==> src/mdc_pkg.sv <==
// ---------------------------------------------------------------------------
// mdc_pkg: shared types and constants for the move duration block
// Fixed-point constants, register indexes and the per-move side record.
// ---------------------------------------------------------------------------
`default_nettype none

package mdc_pkg;

    // register indexes on the configuration port
    localparam logic [1:0] CFG_TURNTABLE = 2'd0;
    localparam logic [1:0] CFG_RADIAL    = 2'd1;
    localparam logic [1:0] CFG_LIFT      = 2'd2;

    localparam int CAP_W  = 20;
    localparam int QUO_W  = 32;
    localparam int CFG_IDX_W = 2;

    localparam logic [CAP_W-1:0] TURNTABLE_CAP_RST = 20'd90000;
    localparam logic [CAP_W-1:0] RADIAL_CAP_RST    = 20'd100000;
    localparam logic [CAP_W-1:0] LIFT_CAP_RST      = 20'd20000;

    // arc = round(da * s * pi / 360000), pi in Q24
    localparam logic [18:0] DEG_DIV  = 19'd360000;
    localparam logic [25:0] PI_Q24   = 26'd52707179;
    // floor(2^53 / 360000) and floor(2^45 / 360000)
    localparam logic [34:0] RECIP_A  = 35'd25019997929;
    localparam int          RECIP_A_SH = 53;
    localparam logic [26:0] RECIP_B  = 27'd97734366;
    localparam int          RECIP_B_SH = 45;
    localparam logic [23:0] HALF_Q24 = 24'd8388608;
    localparam logic [21:0] MIN_RSUM = 22'd2000;

    localparam logic [15:0] FEED_SCALE = 16'd60000;
    localparam logic [9:0]  SLOW_SCALE = 10'd1000;
    localparam logic [19:0] US_SCALE   = 20'd1000000;

    // square root steps and total pipeline depth up to the result stage
    localparam int ROOT_STEPS = 32;
    localparam int ROOT_BASE  = 13;
    localparam int PIPE_LAT   = 82;

    typedef struct packed {
        logic [31:0]        da;
        logic [20:0]        dr;
        logic [20:0]        dh;
        logic signed [15:0] feed;
        logic               sat;
        logic               zero;
    } trk_t;

endpackage

`default_nettype wire

==> src/mdc_div.sv <==
// ---------------------------------------------------------------------------
// mdc_div: pipelined 32-bit quotient divider with overflow detect
// One quotient bit per stage; flags quotients of 2^32 or more.
// ---------------------------------------------------------------------------
`default_nettype none

module mdc_div #(
    parameter int NUM_W = 48,
    parameter int DEN_W = 20
) (
    input  wire logic                       aclk,
    input  wire logic                       en,
    input  wire logic [NUM_W-1:0]           num,
    input  wire logic [DEN_W-1:0]           den,
    output logic [mdc_pkg::QUO_W-1:0]       quo,
    output logic                            ovf
);

    localparam int QW = mdc_pkg::QUO_W;
    localparam int HW = NUM_W - QW;
    localparam int CW = (HW > DEN_W) ? HW : DEN_W;

    logic [DEN_W-1:0] rem_reg [0:QW];
    logic [QW-1:0]    low_reg [0:QW];
    logic [QW-1:0]    quo_reg [0:QW];
    logic [DEN_W-1:0] den_reg [0:QW];
    logic             ovf_reg [0:QW];

    logic [DEN_W:0]   trial [1:QW];
    logic             take  [1:QW];

    always_comb begin
        for (int k = 1; k <= QW; k++) begin
            trial[k] = {rem_reg[k-1], low_reg[k-1][QW-1]};
            take[k]  = trial[k] >= {1'b0, den_reg[k-1]};
        end
    end

    always_ff @(posedge aclk) begin
        if (en) begin
            // high part below the divisor means the quotient fits in 32 bits
            rem_reg[0] <= DEN_W'(num >> QW);
            low_reg[0] <= num[QW-1:0];
            quo_reg[0] <= '0;
            den_reg[0] <= den;
            ovf_reg[0] <= CW'(num >> QW) >= CW'(den);
            for (int k = 1; k <= QW; k++) begin
                rem_reg[k] <= take[k] ? DEN_W'(trial[k] - {1'b0, den_reg[k-1]})
                                      : trial[k][DEN_W-1:0];
                low_reg[k] <= {low_reg[k-1][QW-2:0], 1'b0};
                quo_reg[k] <= {quo_reg[k-1][QW-2:0], take[k]};
                den_reg[k] <= den_reg[k-1];
                ovf_reg[k] <= ovf_reg[k-1];
            end
        end
    end

    assign quo = quo_reg[QW];
    assign ovf = ovf_reg[QW];

endmodule

`default_nettype wire

==> config.mk <==
export PLATFORM = sky130hd
export DESIGN_NAME = mdc_div
export DESIGN_NICKNAME = d
export VERILOG_FILES = /design/src/mdc_pkg.sv /design/src/mdc_div.sv
export SDC_FILE = /design/constraint.sdc
export NUM_CORES = 2
export LEC_CHECK = 0
export CORE_ASPECT_RATIO = 0.8
export CORE_MARGIN = 2
export CORE_UTILIZATION = 65
export CTS_BUF_LIST = sky130_fd_sc_hd__clkbuf_8
export CTS_CLUSTER_SIZE = 8
export DETAILED_ROUTE_END_ITERATION = 16
export DONT_BUFFER_PORTS = 1
export PLACE_DENSITY = 0.88
export SYNTH_ARGS = -nofsm -noshare
export SYNTH_HDL_FRONTEND = slang
export SYNTH_SLANG_ARGS = --single-unit
==> constraint.sdc <==
create_clock -name aclk -period 3.9 [get_ports aclk]
set_clock_uncertainty 0.15 [all_clocks]
set_input_delay 0.39 -clock aclk [delete_from_list [all_inputs] [get_ports aclk]]
set_output_delay 0.39 -clock aclk [all_outputs]
set_load 0.02 [all_outputs]
==> run_results.csv <==
group,metric,value,unit
timing,relSlewSlack,2.645,%
timing,worst_pin_slew,1460,ps
finish,final_cell_mix,"2,365 x edfxtp_1, 969 x inv_1, 653 x ha_1",
power,power,91.94,mW
timing,fin_crit,3830,ps
clock_tree,clock_path_buffers,4,
timing,setup_viol,0,
clock_tree,path_clk_slew,50,ps
logic_synthesis,postSynthCellCount,8154,
clock_tree,numCtsBuffers,375,
power,ir_drop,473.8,uV
critical_path,worstRegToRegCells,12,
routing,drt_iter0_markers,6635,
power,p_clk_share,19.3,%
logic_synthesis,syn_avg_cell_area,13.53,um2
worst_hold_path,hold_path_depth,0,
critical_path,cp-startpoint,"en",
routing,vias,65070,
logic_synthesis,synthArstFlopShare,0,%
clock_tree,clk_latency,1060,ps
finish,fin_nets,9397,
global_route,met3_usage,4.151,%
timing,timing.fmax,261.1,MHz
placement,place_congestion,0.9314,
worst_hold_path,min_to,"low_reg[0][11]",
critical_path,start_kind,"input port",
routing,wl_per_cell,18.90,um
worst_hold_path,hold_class,"input port to flip-flop",
floorplan,num_rows,135,
timing,min_period_over_period,98.22,%
clock_tree,cts.sinks,2365,
power,pwr-share-seq,41.4,%
floorplan,core_area,168900,um2
routing,wirelength,209400,um
timing,maxSlewViolCount,0,
finish,syn_to_final_growth,9.923,%
critical_path,path_max_fanout,220,
logic_synthesis,synth_edf_count,2365,
clock_tree,cts_htree_levels,5,
critical_path,rr_endpoint,"rem_reg[0][373]",
power,p_per_area,758.2,nW/um2
global_route,grt_usage,23.89,%
power,combPwrFrac,39.3,%
logic_synthesis,synthDistinctLibCells,77,
finish,drive_above_1_share,10.48,%
global_route,grt_pass1_vias,63260,
power,switching_share,33.92,%
finish,final_common_cell,"edfxtp_1",
logic_synthesis,synth_fp_nets,8908,
clock_tree,ctsRootBufferMaster,"clkbuf_8",
critical_path,end_kind,"flip-flop",
global_route,grt_first_pass_wirelength,330600,um
run_status,status,"complete, but fails checks",
critical_path,r2r_slack,170,ps
floorplan,ios,103,
floorplan,initial_core_util,65.30,%
global_route,antenna_found_initial,4,
routing,viasPerCell,5.875,
critical_path,crit_type,"input port to flip-flop",
global_route,gr-max-usage-layer,"met2",
finish,largest_reg_flops,640,
floorplan,die_w,464.6,um
floorplan,die_y,372.5,um
logic_synthesis,synthFlopType,"edfxtp_1",
clock_tree,cts_tree,"built",
run_status,violations,"hold timing",
routing,drc_errors,0,
routing,firstDrtPassIters,7,
logic_synthesis,synth_area,110300,um2
timing,rsz0062_at_grt,"no",
routing,ant_nets,0,
global_route,met2_usage,35.83,%
job,drv_cap,0,
global_route,grt_use_met1,35.69,%
placement,dp_hpwl,140700,um
logic_synthesis,ys_seq_elements,2365,
power,power.net_switching,31.19,mW
power,p_int,60.75,mW
global_route,grt_overflow,0,
critical_path,reg2reg_from,"rem_reg[0][340]",
floorplan,dieArea,173000,um2
critical_path,critical_path_required,4390,ps
placement,port_buffers,0,
critical_path,cp.arrival,4320,ps
worst_hold_path,hp-start,"en",
power,p_leak,48.13,nW
logic_synthesis,yosys_warnings,0,
timing,hold_viol,131,
logic_synthesis,ys_seq_area_share,64.38,%
timing,finalHoldWorstSlack,-665.8,ps
global_route,grt_max_degree,265,
[worst max-delay path: stages]
cell,delay [ps]
buf_16,680
buf_16,440
buf_16,700
buf_16,470
buf_16,630
[final cells by class]
class	count	area [um2]
sequential	2365	71020
fill	10790	47660
inverter	879	3299
tap	2260	2828
multi-input combinational	4794	35600
clock buffer	379	5216
antenna	6	15.01
timing repair buffer	228	2545
clock inverter	164	732.0
[cells by family (layout without fill, tap and decap cells)]
kind of cell             Yosys count  count (layout)  share of synthesized area (%)
AO/OA/AOI/OAI                   1665            1665                          9.669
XOR/XNOR                         444             444                          3.525
AND/OR/NAND/NOR                 1585            1585                          6.853
other                              0               6                              0
flip-flops                      2365            2365                          64.38
buffers and inverters            995            1650                          3.424
multiplexers                     416             416                          4.175
adder cells (fa/ha/maj)          684             684                          7.970
[power by group through the flow]
stage | combinational [mW] | clock (mW) | sequential (mW)
finish | 36.1 | 17.8 | 38.0
global route | 39.8 | 19.4 | 38.4
CTS | 35.6 | 18.3 | 37.9
detailed placement | 34.9 | 0 | 38.3
global placement | 33.7 | 0 | 38.2
floorplan | 27.3 | 0 | 36.9
[cell usage after synthesis (54+ instances only)]
| cell type | instances | area [um2] |
|---|---|---|
| ha_1 | 653 | 8170 |
| xnor2_1 | 283 | 2479 |
| a21o_1 | 179 | 1344 |
| edfxtp_1 | 2365 | 71020 |
| inv_1 | 877 | 3292 |
| nor3_1 | 69 | 345.3 |
| mux2_2 | 353 | 3975 |
| a21boi_0 | 60 | 450.4 |
| nand2b_1 | 78 | 488.0 |
| nor2b_1 | 95 | 594.3 |
| a21oi_1 | 438 | 2192 |
| mux2i_1 | 63 | 630.6 |
| xor2_1 | 161 | 1410 |
| o21bai_1 | 60 | 450.4 |
| nand4_1 | 74 | 462.9 |
| or3_1 | 57 | 356.6 |
| clkbuf_1 | 89 | 334.1 |
| a31oi_1 | 64 | 400.4 |
| o21ai_0 | 407 | 2037 |
| o21a_1 | 109 | 818.3 |
| nand2_1 | 458 | 1719 |
| a211oi_1 | 54 | 405.4 |
| nand3_1 | 102 | 510.5 |
| nor2_1 | 452 | 1697 |
[worst max-delay path by stage]
stage	to	slack, ps	cells past startpoint
after detailed placement	low_reg[0][91]	-1500	5
after CTS	quo_reg[13][16]	20	5
final	quo_reg[13][16]	70	5
after floorplan	rem_reg[0][372]	440	11
after global routing	rem_reg[0][404]	0.01	12
after global placement	low_reg[0][116]	-1340	5
[routing by layer]
metal / wire length, um / share of wire (%) / vias to the layer above
li1: - / - / 31110
met3: 14220 / 6.8 / 500
met1: 96700 / 46 / 31150
met2: 92430 / 44 / 2302
met4: 6005 / 2.9 / 2
met5: 8 / 0.0038 / -
[through the flow]
stage	worst slack (ps)	util (%)	setup TNS, ps	cells	cell area (um2)
5_1_grt	0.009770	71.78	0	11070	121200
3_5_place_dp	-1505	67.30	-464900	10380	113700
6_report	69.50	71.78	0	11080	121300
3_3_place_gp	-1335	67.30	-403510	10380	113700
4_1_cts	23.64	71.65	0	11060	121000
2_1_floorplan	442.0	-	0	8154	110300
[timing repair]
action,CTS,global route
setup endpoints to repair,203,271
setup buffers,0,3
resized for setup,0,4
gates cloned,1,2
hold buffers,136,5
endpoints found under the hold margin,802,420
pin swaps,0,3
Note: power is estimated with default switching activity, not from simulation.
